==> src/rtl/bwtrs_pkg.sv <==
package bwtrs_pkg;

  // field widths
  localparam int unsigned IDX_W = 17;
  localparam int unsigned PSI_W = 16;
  localparam int unsigned MAP_W = 8;
  localparam int unsigned ANS_W = 17;
  localparam int unsigned FN_W  = 3;

  // function codes
  localparam logic [FN_W-1:0] FN_WR_PSI   = 3'd0;
  localparam logic [FN_W-1:0] FN_WR_START = 3'd1;
  localparam logic [FN_W-1:0] FN_WR_MAP   = 3'd2;
  localparam logic [FN_W-1:0] FN_RANK     = 3'd3;
  localparam logic [FN_W-1:0] FN_SELECT   = 3'd4;

  // sequencer states
  typedef enum logic [3:0] {
    S_IDLE,
    S_WRITE,
    S_MAP,
    S_LO,
    S_HI,
    S_HI2,
    S_SEARCH,
    S_FIN,
    S_PSEL,
    S_DONE
  } state_t;

  // table write enables, controller to memories
  typedef struct packed {
    logic psi_we;
    logic start_we;
    logic map_we;
  } wr_en_t;

endpackage

==> src/rtl/bwtrs_ctrl.sv <==
module bwtrs_ctrl #(
  parameter int unsigned MAX_TEXT = 65536,
  parameter int unsigned ALPHABET = 256,
  localparam int unsigned PAW = (MAX_TEXT > 1) ? $clog2(MAX_TEXT) : 1,
  localparam int unsigned SAW = $clog2(ALPHABET + 1),
  localparam int unsigned MAW = (ALPHABET > 1) ? $clog2(ALPHABET) : 1
) (
  input  logic                        clk,
  input  logic                        rst,
  input  logic                        start,
  output logic                        busy,
  input  logic [bwtrs_pkg::FN_W-1:0]  func,
  input  logic [bwtrs_pkg::IDX_W-1:0] position,
  input  logic [bwtrs_pkg::IDX_W-1:0] value,
  input  logic [bwtrs_pkg::MAP_W-1:0] symbol,
  input  logic [bwtrs_pkg::IDX_W-1:0] text_length,
  output logic                        done,
  output logic [bwtrs_pkg::ANS_W-1:0] answer,
  output bwtrs_pkg::wr_en_t           we,
  output logic [PAW-1:0]              psi_addr,
  output logic [SAW-1:0]              start_addr,
  output logic [MAW-1:0]              map_addr,
  output logic [bwtrs_pkg::IDX_W-1:0] wdata,
  input  logic [bwtrs_pkg::PSI_W-1:0] psi_rdata,
  input  logic [bwtrs_pkg::IDX_W-1:0] start_rdata,
  input  logic [bwtrs_pkg::MAP_W-1:0] map_rdata
);
  import bwtrs_pkg::*;

  localparam logic [31:0] MAX_TEXT_W = 32'(MAX_TEXT);
  localparam logic [31:0] ALPHA_W    = 32'(ALPHABET);

  state_t           state, state_next;
  logic [FN_W-1:0]  fn, fn_next;
  logic [IDX_W-1:0] pos, pos_next;
  logic [IDX_W-1:0] val, val_next;
  logic [MAP_W-1:0] sym, sym_next;
  logic [MAP_W-1:0] cc, cc_next;
  logic [IDX_W-1:0] lo, lo_next;
  logic [IDX_W-1:0] hi, hi_next;
  logic [IDX_W-1:0] first, first_next;
  logic [IDX_W-1:0] mid, mid_next;
  logic [ANS_W-1:0] ans, ans_next;
  logic             psi_oor, psi_oor_next;
  logic [IDX_W:0]   psi_idx;

  // psi word as the search sees it: beyond the table reads zero
  logic [PSI_W-1:0] psi_val;
  logic             absent;
  logic             ge;
  logic [IDX_W:0]   sum_lo_mid, sum_mid_hi, sum_lo_hi, sel_idx;
  logic             cont_lo, cont_hi;

  assign psi_val = psi_oor ? '0 : psi_rdata;

  // state register
  always_ff @(posedge clk) begin
    if (rst) begin
      state <= S_IDLE;
    end else begin
      state <= state_next;
    end
  end

  // working registers
  always_ff @(posedge clk) begin
    fn      <= fn_next;
    pos     <= pos_next;
    val     <= val_next;
    sym     <= sym_next;
    cc      <= cc_next;
    lo      <= lo_next;
    hi      <= hi_next;
    first   <= first_next;
    mid     <= mid_next;
    ans     <= ans_next;
    psi_oor <= psi_oor_next;
  end

  // datapath helpers
  always_comb begin
    absent = ({24'd0, sym} >= ALPHA_W) || ((map_rdata == '0) && (sym != '0))
             || ({24'd0, map_rdata} >= ALPHA_W);
    ge         = {1'b0, psi_val} >= pos;
    sum_lo_mid = {1'b0, lo} + {1'b0, mid};
    sum_mid_hi = {1'b0, mid} + {1'b0, hi};
    sum_lo_hi  = {1'b0, lo} + {1'b0, start_rdata};
    sel_idx    = {1'b0, lo} + {1'b0, pos} - (IDX_W+1)'(1);
    cont_lo    = ({1'b0, lo} + (IDX_W+1)'(1)) < {1'b0, mid};
    cont_hi    = ({1'b0, mid} + (IDX_W+1)'(1)) < {1'b0, hi};
  end

  // next state, memory requests, result
  always_comb begin
    state_next = state;
    fn_next    = fn;
    pos_next   = pos;
    val_next   = val;
    sym_next   = sym;
    cc_next    = cc;
    lo_next    = lo;
    hi_next    = hi;
    first_next = first;
    mid_next   = mid;
    ans_next   = ans;
    psi_idx    = {1'b0, pos};
    start_addr = SAW'(pos);
    map_addr   = MAW'(pos);
    we         = '0;

    unique case (state)
      S_IDLE: begin
        if (start) begin
          fn_next  = func;
          pos_next = position;
          val_next = value;
          sym_next = symbol;
          if (func == FN_RANK || func == FN_SELECT) begin
            state_next = S_MAP;
          end else begin
            state_next = S_WRITE;
          end
        end
      end
      S_WRITE: begin
        // out-of-range writes and unused codes change nothing
        we.psi_we   = (fn == FN_WR_PSI) && ({15'd0, pos} < MAX_TEXT_W);
        we.start_we = (fn == FN_WR_START) && ({15'd0, pos} < ALPHA_W + 32'd1);
        we.map_we   = (fn == FN_WR_MAP) && ({15'd0, pos} < ALPHA_W);
        ans_next    = '0;
        state_next  = S_DONE;
      end
      S_MAP: begin
        map_addr   = MAW'(sym);
        state_next = S_LO;
      end
      S_LO: begin
        // map word arrives; fetch interval start
        cc_next    = map_rdata;
        start_addr = SAW'(map_rdata);
        if (absent) begin
          ans_next   = (fn == FN_RANK) ? '0 : text_length;
          state_next = S_DONE;
        end else begin
          state_next = S_HI;
        end
      end
      S_HI: begin
        lo_next    = start_rdata;
        start_addr = SAW'({1'b0, cc} + 9'd1);
        state_next = S_HI2;
      end
      S_HI2: begin
        hi_next    = start_rdata;
        first_next = lo;
        if (fn == FN_RANK) begin
          if (start_rdata <= lo) begin
            ans_next   = '0;
            state_next = S_DONE;
          end else if (({1'b0, lo} + (IDX_W+1)'(1)) < {1'b0, start_rdata}) begin
            mid_next   = sum_lo_hi[IDX_W:1];
            psi_idx    = {1'b0, sum_lo_hi[IDX_W:1]};
            state_next = S_SEARCH;
          end else begin
            psi_idx    = {1'b0, lo};
            state_next = S_FIN;
          end
        end else begin
          if ((pos == '0) || (sel_idx >= {1'b0, start_rdata})) begin
            ans_next   = text_length;
            state_next = S_DONE;
          end else begin
            psi_idx    = sel_idx;
            state_next = S_PSEL;
          end
        end
      end
      S_SEARCH: begin
        // psi[mid] arrives; narrow and issue the next probe in the same cycle
        if (ge) begin
          hi_next = mid;
          if (cont_lo) begin
            mid_next = sum_lo_mid[IDX_W:1];
            psi_idx  = {1'b0, sum_lo_mid[IDX_W:1]};
          end else begin
            psi_idx    = {1'b0, lo};
            state_next = S_FIN;
          end
        end else begin
          lo_next = mid;
          if (cont_hi) begin
            mid_next = sum_mid_hi[IDX_W:1];
            psi_idx  = {1'b0, sum_mid_hi[IDX_W:1]};
          end else begin
            psi_idx    = {1'b0, mid};
            state_next = S_FIN;
          end
        end
      end
      S_FIN: begin
        if (lo > first) begin
          ans_next = ANS_W'(lo - first + IDX_W'(1));
        end else begin
          ans_next = ({1'b0, psi_val} < pos) ? ANS_W'(1) : '0;
        end
        state_next = S_DONE;
      end
      S_PSEL: begin
        ans_next   = ANS_W'(psi_val);
        state_next = S_DONE;
      end
      S_DONE: begin
        state_next = S_IDLE;
      end
      default: begin
        state_next = S_IDLE;
      end
    endcase

    psi_oor_next = {14'd0, psi_idx} >= MAX_TEXT_W;
  end

  assign psi_addr = PAW'(psi_idx);
  assign wdata    = val;
  assign busy     = (state != S_IDLE);
  assign done     = (state == S_DONE);
  assign answer   = ans;

`ifndef SYNTH
  // a probe always lies strictly inside the open search window
  a_mid_inside: assert property (@(posedge clk) disable iff (rst)
    (state == S_SEARCH) |-> ((lo < mid) && (mid < hi)))
    else $error("search probe outside window");

  // table writes only in the write step, never two tables at once
  a_we_only_write: assert property (@(posedge clk) disable iff (rst)
    ($countones(we) != 0) |-> ((state == S_WRITE) && $onehot(we)))
    else $error("table write outside write step");

  // the result strobe lasts one cycle
  a_done_pulse: assert property (@(posedge clk) disable iff (rst)
    done |=> !done)
    else $error("done held more than one cycle");

  // an accepted word always starts work
  a_accept_busy: assert property (@(posedge clk) disable iff (rst)
    (start && !busy) |=> (busy && !done))
    else $error("accepted word dropped");
`endif

endmodule

==> config.mk <==
export PLATFORM = sky130hd
export DESIGN_NAME = bwtrs_ctrl
export DESIGN_NICKNAME = d
export VERILOG_FILES = /design/src/rtl/bwtrs_pkg.sv /design/src/rtl/bwtrs_ctrl.sv
export SDC_FILE = /design/constraint.sdc
export NUM_CORES = 1
export LEC_CHECK = 0
export BUFFER_PORTS_ARGS = -buffer_cell sky130_fd_sc_hd__buf_2
export CAP_MARGIN = 40
export CELL_PAD_IN_SITES_DETAIL_PLACEMENT = 1
export CELL_PAD_IN_SITES_GLOBAL_PLACEMENT = 1
export CORE_MARGIN = 1.5
export CORE_UTILIZATION = 46
export DETAILED_ROUTE_END_ITERATION = 16
export PLACE_DENSITY = 0.8
export SYNTH_ARGS = -nofsm -noshare
export SYNTH_HDL_FRONTEND = slang
export SYNTH_SLANG_ARGS = --single-unit
==> constraint.sdc <==
create_clock -name clk -period 7.9 [get_ports clk]
set_input_delay 1.58 -clock clk [delete_from_list [all_inputs] [get_ports clk]]
set_output_delay 1.58 -clock clk [all_outputs]
set_load 0.05 [all_outputs]
Yosys cells after proc, flatten, opt, wreduce, memory -nomap -nowiden. Index checks and enable logic that the tools add are counted. W data, S select, Z words.

Register bits: 143. Bits of input ports: 106. Output and inout port bits: 72. Word-level logic and storage cells: 125.

Add/sub/neg operators: 10. Order comparisons: 12. Equality and inequality tests: 27. Multiplexer cells: 42. Reductions and logical operators: 22.

Operator list (number): $mux W17 (18); $pmux W17 S2 (3); $pmux W17 S5 (1); $add A17 B17 Y18 (4); $lt A18 B17 Y1 (3); $mux W18 (3); $add A17 B1 Y18 const B (2); $pmux W18 S2 (1); $lt A17 B9 Y1 const B (2); $mux W4 (7); $pmux W4 S7 (1); $ge A18 B17 Y1 (1); $ge A18 B17 Y1 const B (1); $ne A3 B3 Y1 const B (6); $pmux W9 S2 (1); $sub A18 B1 Y18 const B (1); $add A17 B1 Y17 const B (1); $ge A16 B17 Y1 (1); $gt A17 B17 Y1 (1); $le A17 B17 Y1 (1); $logic_not A17 Y1 (1); $lt A16 B17 Y1 (1); $lt A17 B17 Y1 const B (1); $sub A17 B17 Y17 (1); 28 further kinds (50).

Logic depth before layout (Yosys ltp).
Depth after elaboration: 8. Depth in mapped cells: 25.

Worst setup path after synthesis. OpenSTA, ideal clock, no wires.

Path type: register -> output. Start: reg lo[1]. End: out psi_addr[1]. Data arrival time: 5.565 ns. Required time: 6.320 ns. Path slack: 0.755 ns. Cell stages (with the launch flop): 23. Cells stage by stage: edfxtp_1 > inv_1 > ha_1 > inv_1 > ha_1 > inv_1 > fa_1 > nor2b_1 > o31a_1 > o41a_1 > o211ai_2 > or2b_1 > a21oi_1 > xnor2_1 > ha_1 > o2111ai_1 > a21oi_1 > or3_1 > clkbuf_1 > o21ai_0 > clkbuf_1 > o21ai_0 > o31ai_1.

Cells in the longest elaborated chain, start to end: 7. Elaborated cells on any way between the ends: 17.

RTL lines: start: declaration (RTL line bwtrs_ctrl.sv:39) `logic [IDX_W-1:0] lo, lo_next;`; start signal: assignment (RTL line bwtrs_ctrl.sv:72) `lo <= lo_next;`; $add A17 B17 Y18 (RTL line bwtrs_ctrl.sv:88) `sel_idx = {1'b0, lo} + {1'b0, pos} - (IDX_W+1)'(1);`; $sub A18 B1 Y18 (RTL line bwtrs_ctrl.sv:88); $ge A18 B17 Y1 (RTL line bwtrs_ctrl.sv:169) `if ((pos == '0) || (sel_idx >= {1'b0, start_rdata})) begin`; $logic_or A1 B1 Y1 (RTL line bwtrs_ctrl.sv:169); $mux W18 (RTL line bwtrs_ctrl.sv:169); $mux W18 (RTL line bwtrs_ctrl.sv:156) `if (fn == FN_RANK) begin`; $pmux W18 S2 * (RTL line bwtrs_ctrl.sv:111) `unique case (state)`; end: declaration (RTL line bwtrs_ctrl.sv:20) `output logic [PAW-1:0] psi_addr,`.

Every way passes the cells marked *; elsewhere a longest branch is shown, timed or not.

Final worst setup path.
Start: reg lo[2]. End: out psi_addr[0].

The elaborated chain is that of the path after synthesis.

==> out/summary.txt <==
# IOs -> 178
Hold Buf Count CTS -> 0
Post-synth EDFFs -> 138
Vias/cell -> 6.17
Slew Viols, Final -> 0
clock tree buffer depth -> 2
FFs w/ async S/R, synth -> 0
Root Buffer -> clkbuf_16
vias in the first global route -> 14.6k
post-DR wirelength/cell -> 24.5 µm
Worst Max-Slew Pin Slew -> 0.905 ns
RSZ-0062 raised after global routing -> no
critical path fanouts, max -> 9
cell area power density -> 168 nW/µm²
Ant. Diodes -> 0
routability cong. -> 0.934
Mapped Nets -> 1960
Data arrival, critical path -> 6.02 ns
fraction of layout instances using a drive strength above 1 -> 0.146
Fmax -> 131 MHz
die area -> 32200 µm²
Nets -> 2148
Final Hold Fails -> 0
initial antenna violation count -> 0
Min Clock Period, post-route -> 7.60 ns
Post-DP HPWL -> 43100 µm
IR drop worst, VDD -> 187 µV
chip height -> 180 µm
Worst Setup End Kind -> primary output
Post-Route WL -> 54400 µm
total global routing track utilization -> 0.337
Req. time, crit path -> 6.32 ns
Hold WC Path Type -> flip-flop to flip-flop
worst setup path class -> flip-flop to primary output
total gr overflow -> 0
TritonCTS clock tree -> yes
skew final -> 0.0155 ns
Residual DRC -> 0
first-pass GRT wire length -> 84200 µm
via count -> 13.7k
largest net degree at the start of global routing -> 71
Ys Warns -> 0
Leak -> 7.33 nW
CTS Sinks -> 143
crit share post-route -> 0.963
Starting Density -> 0.468
Die Wd -> 180 µm
post-synthesis cell type count -> 69
Post-Synthesis Cells -> 1625
I/O Buffers -> 177
register area share after synthesis -> 0.296
setup bufs post-CTS -> 0
Synth Register Bits -> 143
initial DRC count -> 899
status -> completed
crit start category -> flip-flop
DR pass1 iterations -> 5
syn avg cell area -> 8.82 µm²
Synth Flop Type -> edfxtp_1
Reg clk slew, reported paths -> 0.06 ns
worst relative slew slack -> 0.391
Final Hold Slack -> 0.598 ns
synthesized area -> 14300 µm²
TritonCTS Buffers -> 17
ANT nets after route -> 0
CTS H-tree lvls -> 4
Final setup viols -> 0
Area Growth Syn to Fin -> 14.6%
MaxCap Viol Count -> 0
worst skew pair latency -> 0.47 ns
CTS resizes -> 0
row count -> 64
Core Area -> 30600 µm²
Sum Neg Setup Slack -> 0 ns
==> through the flow <==
stage          cell area [µm²]  cells  utilization  setup WS, ns  power (W)
2_1_floorplan            14300   1625            -         0.755    0.00162
3_3_place_gp             15800   2185        0.517         0.929    0.00190
3_5_place_dp             15900   2190        0.519         0.734    0.00194
4_1_cts                  16400   2222        0.537         0.192    0.00274
5_1_grt                  16400   2222        0.537        0.0772    0.00286
6_report                 16400   2222        0.537         0.295    0.00275
==> placed cells by master (no fill, tap or decap), types with 7 or more instances in the layout <==
cell / instances
buf_2: 178
o22ai_1: 11
a22oi_1: 22
nand3_1: 39
o21ai_0: 98
or3_1: 11
clkbuf_16: 17
nand4_1: 18
xnor2_1: 76
a32oi_1: 7
a211oi_1: 20
and2_1: 9
nor4_1: 17
inv_1: 180
nand2b_1: 17
a221o_1: 7
ha_1: 217
a21oi_1: 126
nor2_1: 93
nor2b_1: 30
buf_4: 32
o21a_1: 15
nor3_1: 33
a31oi_1: 17
and3_1: 8
xor2_1: 27
o2111ai_1: 8
a221oi_1: 7
o21bai_1: 15
a21o_1: 33
fa_1: 12
o211ai_1: 19
edfxtp_1: 138
nand2_1: 134
mux2i_1: 24
==> worst max-delay path, cell delays in order (launching register included) <==
cell	delay, ns
edfxtp_1	0.55
inv_1	0.18
ha_1	0.36
inv_1	0.06
ha_1	0.31
a211oi_1	0.36
o21a_1	0.25
o31a_1	0.23
a21oi_1	0.12
a21o_1	0.20
a21oi_1	0.16
xor2_1	0.21
inv_1	0.07
ha_1	0.18
a21o_1	0.15
a21oi_1	0.16
o31ai_1	0.10
or3_1	0.44
o21ai_1	0.43
o21bai_1	0.34
a221o_1	0.48
buf_2	0.22
==> logic make-up after synthesis <==
group | synth area share
xor gates and xnor gates | 0.0630
muxes | 0.0183
DFF | 0.296
AOI/OAI and AO/OA | 0.213
and+or+nand+nor | 0.145
adders and majority gates | 0.206
buffers and inverters | 0.0590
==> layer usage <==
metal | vias to the layer above | share of wire | GRT usage
li1 | 6339 | - | -
met4 | 0 | 0.032 | 0.128
met1 | 6761 | 0.42 | 0.423
met2 | 516 | 0.49 | 0.580
met3 | 104 | 0.058 | 0.0527
met5 | - | 0 | 0
==> layout make-up <==
| type | count | area [µm²] |
|---|---|---|
| tap | 396 | 495 |
| inverter | 180 | 676 |
| multi-input combinational | 1258 | 9280 |
| clock buffer | 17 | 425 |
| clock inverter | 15 | 125 |
| timing repair buffer | 213 | 1180 |
| fill | 3649 | 14200 |
| sequential | 143 | 4240 |
==> path summary, 6_finish.rpt <==
kind,start,endpoint,slack (ns),cells past startpoint
setup / recovery,lo[2],psi_addr[0],0.30,21
hold / removal,lo[5],first[5],0.60,0
setup reg to reg,lo[2],answer[10],2.52,21
hold reg to reg,lo[5],first[5],0.60,0
==> synth_stat cells, types with 7 or more instances <==
cell / n / area, µm²
o211ai_1: 19 / 143
a211oi_1: 20 / 150
nand2b_1: 17 / 106
a21o_1: 33 / 248
a22oi_1: 22 / 165
o21a_1: 15 / 113
o2111ai_1: 8 / 70.1
and2_1: 9 / 56.3
a31oi_1: 18 / 113
edfxtp_1: 138 / 4140
xnor2_1: 76 / 666
ha_1: 217 / 2720
fa_1: 12 / 240
a32oi_1: 7 / 61.3
nor2b_1: 30 / 188
a221o_1: 7 / 70.1
nor4_1: 17 / 106
mux2i_1: 24 / 240
a221oi_1: 7 / 61.3
clkbuf_1: 37 / 139
nand2_1: 134 / 503
nand4_1: 18 / 113
xor2_1: 27 / 236
o22ai_1: 11 / 68.8
o21ai_0: 100 / 500
nor3_1: 34 / 170
and3_1: 10 / 62.6
nand3_1: 39 / 195
nor2_1: 93 / 349
a21oi_1: 127 / 636
o21bai_1: 15 / 113
inv_1: 180 / 676
or3_1: 11 / 68.8
==> report_power, final <==
group          internal, W  total (W)  leakage, nW  switching, W
registers         0.000906   0.000953         1.32     0.0000468
logic             0.000307   0.000994         5.74      0.000687
clock network     0.000412   0.000804        0.271      0.000392
==> registers in the layout, indices dropped and copies added (netlist names) <==
register	cells
answer	17
first	17
hi	17
lo	17
mid	17
pos	17
wdata	17
cc	8
sym	8
state	4
fn	3
psi_oor	1
(Power assumes the default switching activity.)
